$ cat config.mk
export PLATFORM = sky130hd
export DESIGN_NAME = qes_div_cell
export DESIGN_NICKNAME = d
export VERILOG_FILES = /design/src/qes_pkg.sv /design/src/qes_div_cell.sv
export SDC_FILE = /design/constraint.sdc
export NUM_CORES = 1
export LEC_CHECK = 0
export BUFFER_PORTS_ARGS = -buffer_cell sky130_fd_sc_hd__buf_2
export CORE_MARGIN = 2
export CORE_UTILIZATION = 45
export CTS_CLUSTER_SIZE = 30
export DETAILED_ROUTE_END_ITERATION = 12
export HOLD_SLACK_MARGIN = 0.06
export PLACE_DENSITY = 0.75
export SETUP_SLACK_MARGIN = 0.02
export SLEW_MARGIN = 0
export SYNTH_ARGS = -nofsm -noshare
export SYNTH_HDL_FRONTEND = slang
export SYNTH_SLANG_ARGS = --single-unit
export TNS_END_PERCENT = 100
$ cat constraint.sdc
create_clock -name clk -period 3.4 [get_ports clk]
set_input_delay 0.17 -clock clk [delete_from_list [all_inputs] [get_ports clk]]
set_output_delay 0.17 -clock clk [all_outputs]
set_load 0.05 [all_outputs]
$ cat src/qes_pkg.sv
// Shared types, widths and helpers for the quadratic equation solver.
`default_nettype none
package qes_pkg;

  localparam int FRAC_BITS_DEF = 16;
  localparam int COEF_W        = 32;
  localparam int TOL_W         = 16;
  // exact discriminant b*b - 4*a*c, signed
  localparam int DISC_W        = 2 * COEF_W + 2;
  // bits of the integer square root of the discriminant
  localparam int SQRT_W        = DISC_W / 2;
  // base numerator (-b or -c) and signed denominator (2a or b)
  localparam int NUM_W         = COEF_W + 1;
  localparam int DEN_W         = COEF_W + 2;
  // signed numerator -b +/- sqrt(D), and its magnitude
  localparam int NSUM_W        = COEF_W + 3;
  localparam int NMAG_W        = COEF_W + 2;
  // denominator magnitude
  localparam int DMAG_W        = COEF_W + 1;

  typedef enum logic [1:0] {
    ROOTS_NONE = 2'd0,
    ROOTS_ONE  = 2'd1,
    ROOTS_TWO  = 2'd2,
    ROOTS_INF  = 2'd3
  } count_t;

  typedef struct packed {
    logic signed [COEF_W-1:0] coef_a;
    logic signed [COEF_W-1:0] coef_b;
    logic signed [COEF_W-1:0] coef_c;
  } coef_t;

  typedef struct packed {
    logic [1:0]               root_count;
    logic signed [COEF_W-1:0] root_low;
    logic signed [COEF_W-1:0] root_high;
    logic                     overflow;
  } result_t;

  // magnitude of a coefficient, one bit wider so the most negative value fits
  function automatic logic [COEF_W:0] coef_mag(input logic signed [COEF_W-1:0] v);
    logic signed [COEF_W:0] w;
    w = {v[COEF_W-1], v};
    return v[COEF_W-1] ? -w : w;
  endfunction

endpackage
`default_nettype wire

$ cat src/qes_div_cell.sv
// One cell of the pipelined restoring divider: resolves one quotient bit.
`default_nettype none
module qes_div_cell #(
  parameter int DW = qes_pkg::DMAG_W,
  parameter int QW = qes_pkg::NMAG_W + qes_pkg::FRAC_BITS_DEF
) (
  input  logic          clk,
  input  logic          en,
  input  logic [DW-1:0] den_i,
  input  logic [DW-1:0] rem_i,
  input  logic [QW-1:0] nq_i,
  output logic [DW-1:0] den_o,
  output logic [DW-1:0] rem_o,
  output logic [QW-1:0] nq_o
);
  import qes_pkg::*;

  logic [DW-1:0] den_r, rem_r, rem_nxt;
  logic [QW-1:0] nq_r;
  logic [DW:0]   part, diff;
  logic          take;

  // shift in the next numerator bit and subtract the divisor if it fits
  always_comb begin
    part    = {rem_i, nq_i[QW-1]};
    diff    = part - {1'b0, den_i};
    take    = (part >= {1'b0, den_i});
    rem_nxt = take ? diff[DW-1:0] : part[DW-1:0];
  end

  // advance with the pipeline; quotient bits fill from the bottom
  always_ff @(posedge clk) begin
    if (en) begin
      den_r <= den_i;
      rem_r <= rem_nxt;
      nq_r  <= {nq_i[QW-2:0], take};
    end
  end

  assign den_o = den_r;
  assign rem_o = rem_r;
  assign nq_o  = nq_r;

endmodule
`default_nettype wire

# == Word level (Yosys, flattened, before mapping) ==
# Index checks and enable logic that the tools add are counted.
# totals
elab_cells,6
in_bits,118
output_inout_bits,116
regBits,116
# classes
add_sub_neg,1
magnitude_cmp,1
muxes,1
# op_table
cell,count
greater-or-equal comparator 34 x 33 -> 1 bit,1
two-way mux 33 bit,1
subtractor 33 bit,1

# == Logic depth before layout (Yosys ltp) ==
# depth
ltp_word,2
depth_mapped,14
mapped_depth_nobuf,12

# == Worst setup path after synthesis ==
# OpenSTA, ideal clock, no wires.
# synth_timing
path_kind,in2reg
from,in nq_i[49]
to,"reg rem_r[1], in the netlist rem_o[1], data pin"
arrival_time_ns,2.349
required_ns,3.140
setup_slack_ns,0.791
setup_time_ns,0.260
n_path_buf,1
stages,12
path_cell_list,inv_1 -> ha_1 -> inv_1 -> fa_1 -> a21o_1 -> a221oi_2 -> o21ai_2 -> a21boi_2 -> o31ai_2 -> a21oi_4 -> buf_12 -> mux2_4
# synth_via
elab_chain_cells,2
elab_cells_between_ends,3
classes_between,add/sub: 1; order compare: 1; mux: 1
# synth_lines
item,line_no,text
"start, declared",qes_div_cell.sv:11,"input logic [QW-1:0] nq_i,"
subtractor 33 bit or greater-or-equal comparator 34 x 33 -> 1 bit (tied branches),"qes_div_cell.sv:26, qes_div_cell.sv:27",
two-way mux 33 bit *,qes_div_cell.sv:28,rem_nxt = take ? diff[DW-1:0] : part[DW-1:0];
named net rem_nxt[1],qes_div_cell.sv:18,"logic [DW-1:0] den_r, rem_r, rem_nxt;"
"end signal, assigned",qes_div_cell.sv:35,rem_r <= rem_nxt;
"end, declared",qes_div_cell.sv:18,
# Mark *: on every way through the listed nets, which the timed path passes. The rest lies on a longest branch.
# A chain may end at the register's enable or synchronous reset.

# == Worst setup path after layout ==
# layout_timing
from,in nq_i[49]
to,"reg rem_r[2], in the netlist rem_o[2], data pin"
# The elaborated chain is that of the path after synthesis.

==> flow_metrics.tcl <==
set metrics [dict create \
    status "complete, no violations" \
    vias 5148 \
    setup_viol 0 \
    hold_viol_final 0 \
    gp_congestion 0.8524 \
    grt-ovfl-total 0 \
    yosysMostFrequentCell "edfxtp_1" \
    powerDensity_mw_per_mm2 556.4 \
    io_pins 234 \
    synth_nets 634 \
    grtUsageTotal_pct 23.89 \
    min_path_cells 3 \
    drt_iter0_drc 283 \
    htree_levels 4 \
    synth-xor-area-share_pct 4.080 \
    cts.clk_slew.worst_paths_ns 0.06 \
    final_max_slew_viol_count 0 \
    finalCritPeriodShare_pct 92.15 \
    netlist_instances 482 \
    synth.distinct_cells 60 \
    dp_hpwl_um 11680 \
    antenna_found_initial 0 \
    tightest_slew_ns 0.8775 \
    synth_warnings 0 \
    synth_area_leaders "edfxtp_1 58%, ha_1 6.9%, o21ai_2 2.9%, inv_1 2.7%, a21oi_1 2.7%" \
    synth_simple_gate_area_share_pct 8.618 \
    drive_gt1_share_pct 37.16 \
    synth_top_cell_area_share_pct 57.95 \
    ir_worst_vdd_mv 0.2376 \
    hp-start "rem_i[5]" \
    core_area_sq_mm 0.01314 \
    critPathKind "in2reg" \
    first_pass_iters 5 \
    hold_path_class "in2reg" \
    cts_root_buf "clkbuf_16" \
    grt_max_degree 67 \
    max_freq_ghz 0.3192 \
    cts_buffer_depth 2 \
    grt_pass1_vias 5313 \
    die_area_sq_mm 0.01430 \
    ys.flop_type "edfxtp_1" \
    drc_errors 0 \
    cp-end-kind "register" \
    holdPathEnd "rem_o[6]" \
    synth_fa_ha_area_share_pct 7.202 \
    nFillCells 958 \
    num_rows 42 \
    cts_sinks 116 \
    cts_made_buffers 17 \
    ctsResizeCount 0 \
    layout.nets 976 \
    die_height_um 119.6 \
    synth_edf_count 116 \
    synth_common_cells "116 x edfxtp_1, 44 x inv_1, 42 x nand2_1" \
    postSynthAreaPerCell_sq_um 12.47 \
    p_leak_nw 3.926 \
    crit_required_ns 3.56 \
    async_flop_share_pct 0 \
    die_w_um 119.6 \
    wl_per_cell_um 17.04 \
    slew_headroom_pct 41.50 \
    drv_cap 0 \
    ant_nets 0 \
    layout_setup_ws_ns 0.2668 \
    routed_wl_um 17260 \
    cp.arrival_ns 3.29 \
    worst-path-max-fanout 16 \
    grt_pass1_wl_um 26320 \
    yosys.area.top_type "edfxtp_1" \
    diodes 0 \
    start_kind "primary input" \
    synth_top_family_by_area "compound AO/OA/AOI/OAI gates" \
    tritoncts "built" \
    port_buffers 233 \
    period_needed_ns 3.133 \
    fin_setup_tns_ns 0 \
    pre_cts_ws_ns 0.4040 \
    synth.area.mux_share_pct 0.2498 \
    initial_core_util_pct 45.75 \
    syn-cell-area_sq_mm 0.006011 \
    rsz0062_at_grt "no" \
    ys_seq_area_share_pct 57.95 \
    ys_ff_latch 116 \
    synthToLayoutAreaGrowth_pct 48.56 \
    vias_per_cell 5.082 \
    synth_compound_area_share_pct 16.67 \
]
worst max path at each step:
stage                         from        end  depth (start not counted)
final                     nq_i[49]   rem_o[2]                         14
after global routing      nq_i[49]   rem_o[2]                         14
after CTS                 nq_i[49]   rem_o[2]                         14
after detailed placement  nq_i[49]   rem_o[2]                         13
after global placement    nq_i[49]  rem_o[32]                         13
after floorplan           nq_i[49]   rem_o[1]                         12
area by class of cell:
cell class                      count  area (sq um)  area share (%)
Inverter                           45         168.9           1.892
Tap cell                          176         220.2           2.466
Clock buffer                       19         432.9           4.848
Sequential cell                   116          3483           39.01
Timing Repair Buffer              340          2255           25.25
Multi-Input combinational cell    304          2213           24.79
Clock inverter                     13         156.4           1.751
cells in the final DEF, fill, tap and decap left out, drive strengths merged, types with 2 or more instances in the layout:
| cell type | instances |
|---|---|
| a2111oi | 2 |
| a211o | 2 |
| a211oi | 3 |
| a21boi | 2 |
| a21o | 12 |
| a21oi | 34 |
| a31oi | 3 |
| and3 | 9 |
| buf | 237 |
| bufinv | 3 |
| clkbuf | 19 |
| clkinv | 5 |
| clkinvlp | 3 |
| dlygate4sd3 | 103 |
| edfxtp | 116 |
| ha | 33 |
| inv | 47 |
| nand2 | 52 |
| nand2b | 4 |
| nand3 | 6 |
| nand4 | 5 |
| nor2 | 14 |
| nor2b | 3 |
| nor3 | 4 |
| nor4 | 4 |
| o211ai | 3 |
| o21a | 4 |
| o21ai | 48 |
| o21bai | 6 |
| o31ai | 6 |
| or3 | 2 |
| xnor2 | 15 |
| xor2 | 13 |
kinds of logic after synthesis:
group	after synthesis
xor+xnor	28
simple gates	105
mux	1
flops	116
buf+inv	62
compound gates	136
fa+ha+maj	34
layer usage:
layer	GRT usage, %	up-vias	wire (um)
li1	-	2479	-
met1	27.19	2447	6947
met2	43.79	195	8987
met3	5.086	27	990
met4	9.118	0	338
met5	0	-	0
worst max-delay path, stage by stage:
cell and delay [ns]:
dlygate4sd3_1 0.53, buf_2 0.12, inv_1 0.04, ha_1 0.15, inv_1 0.06, fa_1 0.41, a21o_1 0.23, a221oi_2 0.41
o21ai_2 0.13, a21boi_2 0.24, o31ai_2 0.14, a21oi_4 0.24, buf_4 0.29, o21ai_1 0.12
per-stage QoR:
step | hold slack, ns | utilization [%] | instances | instance area, sq um | power [W]
CTS | 0.06304 | 67.90 | 1012 | 8920 | 0.004979
detailed placement | 0.3486 | 55.64 | 878 | 7310 | 0.003092
floorplan | 0.2689 | - | 482 | 6011 | 0.002761
global placement | 0.3468 | 55.64 | 878 | 7310 | 0.003079
finish | 0.07187 | 67.97 | 1013 | 8930 | 0.004968
global route | 0.06920 | 67.97 | 1013 | 8930 | 0.005138
state kept, by name, indices dropped and copies added (netlist names):
signal and cells:
den_o 33, nq_o 50, rem_o 33
what timing repair did:
action | CTS | global route
hold buffers | 102 | 1
hold endpoints to repair | 102 | 1
setup buffers | 0 | 0
power by group:
group          leakage [nW]  switching [W]  internal (W)
clock                 0.279       0.000650       0.00115
sequential             1.13      0.0000422       0.00175
combinational          2.51       0.000946      0.000429
(Power assumes the default switching activity.)
