## src/qes_pkg.sv

```systemverilog
// Shared types, widths and helpers for the quadratic equation solver.
`default_nettype none
package qes_pkg;

  localparam int FRAC_BITS_DEF = 16;
  localparam int COEF_W        = 32;
  localparam int TOL_W         = 16;
  // exact discriminant b*b - 4*a*c, signed
  localparam int DISC_W        = 2 * COEF_W + 2;
  // bits of the integer square root of the discriminant
  localparam int SQRT_W        = DISC_W / 2;
  // base numerator (-b or -c) and signed denominator (2a or b)
  localparam int NUM_W         = COEF_W + 1;
  localparam int DEN_W         = COEF_W + 2;
  // signed numerator -b +/- sqrt(D), and its magnitude
  localparam int NSUM_W        = COEF_W + 3;
  localparam int NMAG_W        = COEF_W + 2;
  // denominator magnitude
  localparam int DMAG_W        = COEF_W + 1;

  typedef enum logic [1:0] {
    ROOTS_NONE = 2'd0,
    ROOTS_ONE  = 2'd1,
    ROOTS_TWO  = 2'd2,
    ROOTS_INF  = 2'd3
  } count_t;

  typedef struct packed {
    logic signed [COEF_W-1:0] coef_a;
    logic signed [COEF_W-1:0] coef_b;
    logic signed [COEF_W-1:0] coef_c;
  } coef_t;

  typedef struct packed {
    logic [1:0]               root_count;
    logic signed [COEF_W-1:0] root_low;
    logic signed [COEF_W-1:0] root_high;
    logic                     overflow;
  } result_t;

  // magnitude of a coefficient, one bit wider so the most negative value fits
  function automatic logic [COEF_W:0] coef_mag(input logic signed [COEF_W-1:0] v);
    logic signed [COEF_W:0] w;
    w = {v[COEF_W-1], v};
    return v[COEF_W-1] ? -w : w;
  endfunction

endpackage
`default_nettype wire

```

## src/qes_sqrt_cell.sv

```systemverilog
// One cell of the pipelined integer square root: resolves one root bit.
`default_nettype none
module qes_sqrt_cell #(
  parameter int N = qes_pkg::SQRT_W
) (
  input  logic           clk,
  input  logic           en,
  input  logic [2*N-1:0] rad_i,
  input  logic [N+1:0]   rem_i,
  input  logic [N-1:0]   root_i,
  output logic [2*N-1:0] rad_o,
  output logic [N+1:0]   rem_o,
  output logic [N-1:0]   root_o
);
  import qes_pkg::*;

  logic [2*N-1:0] rad_r;
  logic [N+1:0]   rem_r, rem_nxt;
  logic [N-1:0]   root_r, root_nxt;
  logic [N+3:0]   rem_sh, trial, diff;
  logic           take;

  // bring down the next two radicand bits and try root*4+1
  always_comb begin
    rem_sh   = {rem_i, rad_i[2*N-1 -: 2]};
    trial    = (N+4)'({root_i, 2'b01});
    diff     = rem_sh - trial;
    take     = (rem_sh >= trial);
    rem_nxt  = take ? diff[N+1:0] : rem_sh[N+1:0];
    root_nxt = {root_i[N-2:0], take};
  end

  // advance with the pipeline
  always_ff @(posedge clk) begin
    if (en) begin
      rad_r  <= {rad_i[2*N-3:0], 2'b00};
      rem_r  <= rem_nxt;
      root_r <= root_nxt;
    end
  end

  assign rad_o  = rad_r;
  assign rem_o  = rem_r;
  assign root_o = root_r;

endmodule
`default_nettype wire

```

## config.mk

```make
export PLATFORM = sky130hd
export DESIGN_NAME = qes_sqrt_cell
export DESIGN_NICKNAME = d
export VERILOG_FILES = /design/src/qes_pkg.sv /design/src/qes_sqrt_cell.sv
export SDC_FILE = /design/constraint.sdc
export NUM_CORES = 1
export LEC_CHECK = 0
export BUFFER_PORTS_ARGS = -buffer_cell sky130_fd_sc_hd__clkbuf_2
export CORE_UTILIZATION = 35
export CTS_BUF_LIST = sky130_fd_sc_hd__clkbuf_4 sky130_fd_sc_hd__clkbuf_8
export DETAILED_ROUTE_END_ITERATION = 8
export PLACE_DENSITY = 0.74
export SYNTH_ARGS = -nofsm -noshare
export SYNTH_HDL_FRONTEND = slang
export SYNTH_SLANG_ARGS = --single-unit
```

## constraint.sdc

```tcl
create_clock -name clk -period 3.2 [get_ports clk]
set_input_delay 0.64 -clock clk [delete_from_list [all_inputs] [get_ports clk]]
set_output_delay 0.64 -clock clk [all_outputs]
set_load 0.01 [all_outputs]
```

== After elaboration in Yosys (flattened, before gate mapping) ==
Cells that the tools add are included.

* Register bits: 132
* Latch bits: 0
* Bits in writable memories: 0
* Memory bits (read-only): 0
* Bits of input ports: 136
* Output and inout bits: 134
* Word-level logic and storage cells: 6
* Memories: 0

* Add/sub/neg operators: 1
* $mul: 0
* Div/mod/pow operators: 0
* Order comparisons: 1
* Equal/unequal tests: 0
* Shift operators: 0
* Multiplexer cells: 1
* Bitwise gates (word level): 0
* Reduce and logical (&&, ||, !) cells: 0

{| class="wikitable"
|+ Operators by type and width
! cell !! count
|-
| greater-or-equal comparator 37 x 35 -> 1 bit || 1
|-
| 2-to-1 mux 35 bit || 1
|-
| subtractor 35 bit || 1
|}

== Depth between registers and ports, before layout ==
* Depth after elaboration: 2
* Gate-level depth with buffers: 13
* Gate-level depth less buffers: 10

== Least setup slack after synthesis ==
OpenSTA, ideal clock, no wires.

* Kind: in2reg
* Start point: input root_i[4]
* End point: register rem_r[10], in the netlist rem_o[10], data pin
* Library setup time: 0.260 ns
* Arrival: 2.962 ns
* Data required time: 2.940 ns
* Slack: -0.023 ns
* Stages on the path: 12
* Buffers on the path: 2
* Cell sequence: inv_1 -> ha_1 -> o21a_1 -> o211ai_2 -> a311oi_1 -> nor4_2 -> a2111oi_2 -> o21a_2 -> o211a_1 -> buf_6 -> buf_12 -> mux2_4

* Cells in the longest elaborated chain, start to end: 2
* Elaborated cells between the ends (all ways): 3
* Classes of those cells: 1 x add/sub; 1 x order compare; 1 x mux

{| class="wikitable"
|+ Ends and longest elaborated chain
! item !! line !! text
|-
| start, declared || qes_sqrt_cell.sv:10 || <nowiki>input logic [N-1:0] root_i,</nowiki>
|-
| subtractor 35 bit / greater-or-equal comparator 37 x 35 -> 1 bit (equally long branches) || qes_sqrt_cell.sv:27, qes_sqrt_cell.sv:28 ||
|-
| 2-to-1 mux 35 bit (*) || qes_sqrt_cell.sv:29 || <nowiki>rem_nxt = take ? diff[N+1:0] : rem_sh[N+1:0];</nowiki>
|-
| named net rem_nxt[10] || qes_sqrt_cell.sv:18 || <nowiki>logic [N+1:0] rem_r, rem_nxt;</nowiki>
|-
| end signal, assigned || qes_sqrt_cell.sv:37 || <nowiki>rem_r <= rem_nxt;</nowiki>
|-
| end, declared || qes_sqrt_cell.sv:18 ||
|}

The timed path passes the listed nets; every way through them passes the cells marked *.
A chain may end at the register's enable or synchronous reset.

== Worst setup path in the final report ==
* Start point: input root_i[4]
* End point: register rem_r[5], in the netlist rem_o[5], data pin

* Cells in the longest elaborated chain, start to end: 2

{| class="wikitable"
|+ Ends and longest elaborated chain
! item !! line !! text
|-
| greater-or-equal comparator 37 x 35 -> 1 bit || qes_sqrt_cell.sv:28 || <nowiki>take = (rem_sh >= trial);</nowiki>
|-
| 2-to-1 mux 35 bit || qes_sqrt_cell.sv:29 ||
|-
| named net rem_nxt[5] || qes_sqrt_cell.sv:18 ||
|}

The timed path passes the listed nets, and every way through them passes these cells.

==> results.cfg <==
[clock_tree]
cts_max_path_buffers = 2
holdBufCountCts = 0
ctsRootBufferMaster = sky130_fd_sc_hd__clkbuf_8
cts.repair_timing.setup_buffer_count = 0
htree_num_levels = 4
cts.clk_slew.worst_paths_ps = 90
cts-buffers-inserted = 17
clkSinkCount = 132
cts_tree = yes

[place]
hpwlAfterDp_um = 13600
detailedPlace.worstSlack_ps = -382
placed_cells_incl_taps = 1055
globalplace.congestion = 0.825
io_buffer_count = 267

[worst_hold_path]
hold_class = primary input to register
hold_path_startpoint = rad_i[26]

[cells_and_area]
layoutNonFillerInstCount = 1087
layout.nets = 1016
antenna_cells = 0
drive_gt1_share_pct = 50.1
n_fill_cell = 1610
mostFrequentLayoutCells = sky130_fd_sc_hd__clkbuf_2, sky130_fd_sc_hd__edfxtp_1, sky130_fd_sc_hd__buf_4
areaGrowthSynthToFinish_pct = 39.3
most_frequent_standard_cell_in_the_layout_excluding_fill_and_tap_cells = sky130_fd_sc_hd__clkbuf_2

[grt]
grt_pass1_wl_um = 25900
first_global_vias = 5015
grt_antenna_before_repair = 0
grt_start_max_net_pins = 63
grt_overflow = 0
groute.usage.overall_pct = 17.5

[die]
io-pin-count = 270
floorplan.die.height_um = 140
fp-row-count = 49
floorplan.initialDensity_pct = 36.3
core_region_area_um2 = 18300
die_area_um2 = 19500
die_w_um = 140

[setup_path]
timing.critical_path.arrival_ps = 3230
timing.critical_path.to_type = register
path_max_fanout = 15
timing.critical_path.from = root_i[4]
critPathLaunchType = primary input
crit_required_ps = 3410
class_of_the_most_critical_setup_path = primary input to register

[power_and_ir_drop]
p_leak_nw = 4.41
power.density_nw_per_um2 = 508
irDropWorstVdd_uv = 226

[synth]
yosys_warnings = 0
synth_unique_cells = 57
syn_avg_cell_area_um2 = 13.6
count_of_mapped_cells_out_of_synthesis = 488
edff_count_synth = 132
async_reset_ff_share_pct = 0
ys_seq_elements = 132
synth_flop_cell = sky130_fd_sc_hd__edfxtp_1
synth_area_um2 = 6630
synth-seq-area-share_pct = 59.8

[sta]
finalWorstSetupSlack_ps = 180
unrepaired_setup_endpoints_after_global_routing = no
finalHoldViolCount = 0
fmaxAchievable_mhz = 331
min_period_ps = 3020
final_min_period_over_clock_period_pct = 94.4
report.final.setup_viol = 0
drv_slew = 0

[detailed_routing]
initialDrtViolationCount = 228
routed_wirelength_um = 17000
dr.max_layer_used = met4
routed-wl-met2_um = 9070
dr_wl_met3_um = 994
drt-met1-wl_um = 6750
route.vias.total = 5129
tritonroute_pass_1_iters = 4
vias_per_cell = 4.72
detail_route.wl_per_cell_um = 15.7
drt_drc_violations_left = 0
final_antenna_net_count = 0

[flow_run]
max_cap_viol_count = 0

[status]
result_of_the_run = finished clean
[cells in the mapped netlist, drive strengths merged, types with 3 or more instances]
master | instances | share of area [%]
a21o | 26 | 2.9
a21oi | 30 | 2.3
a31o | 4 | 0.53
and3 | 4 | 0.38
buf | 8 | 1.4
clkbuf | 10 | 0.57
edfxtp | 132 | 60
ha | 35 | 6.6
inv | 41 | 2.3
mux2 | 31 | 6.7
mux2i | 3 | 0.45
nand2 | 25 | 1.4
nand3 | 9 | 0.68
nand4 | 8 | 0.76
nor2 | 22 | 1.2
nor2b | 4 | 0.38
nor4 | 3 | 0.38
o211ai | 3 | 0.49
o21a | 4 | 0.47
o21ai | 13 | 0.98
o21bai | 3 | 0.34
o221ai | 4 | 0.53
xnor2 | 19 | 2.5
xor2 | 14 | 1.9
[flip-flops by register name (all words and copies together) (netlist names)]
signal and flops:
rad_o 64, rem_o 35, root_o 33
[path summary, 6_finish.rpt]
path                    end  slack [ps]  depth (start not counted)
setup / recovery   rem_o[5]         180                         13
hold / removal    rad_o[28]         360                          1
[logic make-up (layout without fill, tap and decap cells)]
family | Yosys count | after routing | synth area share (%)
compound gates | 107 | 107 | 11.3
xor+xnor | 33 | 33 | 4.36
fa+ha+maj | 35 | 35 | 6.61
buf+inv | 59 | 428 | 4.32
flops | 132 | 132 | 59.8
mux | 34 | 34 | 7.14
other cells | 1 | 2 | 0.0566
simple gates | 87 | 87 | 6.40
[cell type report]
class | instances | area, µm² | area share [%]
Sequential cell | 132 | 3960 | 43.0
Timing Repair Buffer | 355 | 2050 | 22.3
Multi-Input combinational cell | 298 | 2400 | 26.0
Clock inverter | 15 | 138 | 1.49
Tap cell | 229 | 287 | 3.11
Clock buffer | 17 | 234 | 2.54
Inverter | 41 | 154 | 1.67
[power breakdown]
part,switching (mW),internal [mW],leakage [nW],total (mW)
clock,0.774,0.570,0.187,1.34
sequential,0.0475,2.12,1.29,2.17
combinational,0.575,0.599,2.93,1.17
total,1.40,3.29,4.41,4.69
[stage by stage]
step	TNS (ps)	instance area, µm²	hold WS, ps	utilization, %	power [mW]
2_1_floorplan	0	6640	739	-	2.84
3_3_place_gp	-6890	8840	817	48.4	3.37
3_5_place_dp	-10390	8840	819	48.4	3.39
4_1_cts	0	9220	325	50.4	4.75
5_1_grt	0	9230	321	50.5	4.91
6_report	0	9230	361	50.5	4.69
[critical path: stages]
cell	delay (ps)
sky130_fd_sc_hd__clkbuf_2	90
sky130_fd_sc_hd__inv_1	40
sky130_fd_sc_hd__ha_1	300
sky130_fd_sc_hd__o21a_1	150
sky130_fd_sc_hd__o211ai_2	90
sky130_fd_sc_hd__a311oi_2	280
sky130_fd_sc_hd__nor4_2	80
sky130_fd_sc_hd__buf_4	150
sky130_fd_sc_hd__a2111oi_4	370
sky130_fd_sc_hd__o21a_2	200
sky130_fd_sc_hd__o211a_2	290
sky130_fd_sc_hd__buf_12	190
sky130_fd_sc_hd__mux2_2	340
[metal layers]
layer  GRT usage (%)  vias to the layer above
met2            32.3                      173
met3            4.54                       17
met1            19.3                     2393
met5               0                        -
met4            5.84                        0
li1                -                     2546
[repair_timing]
item                                    CTS  global route
endpoints found under the hold margin     0             0
gates resized for setup                   0             1
endpoints found under the setup margin    0             4
Note: power is estimated with default switching activity, not from simulation.
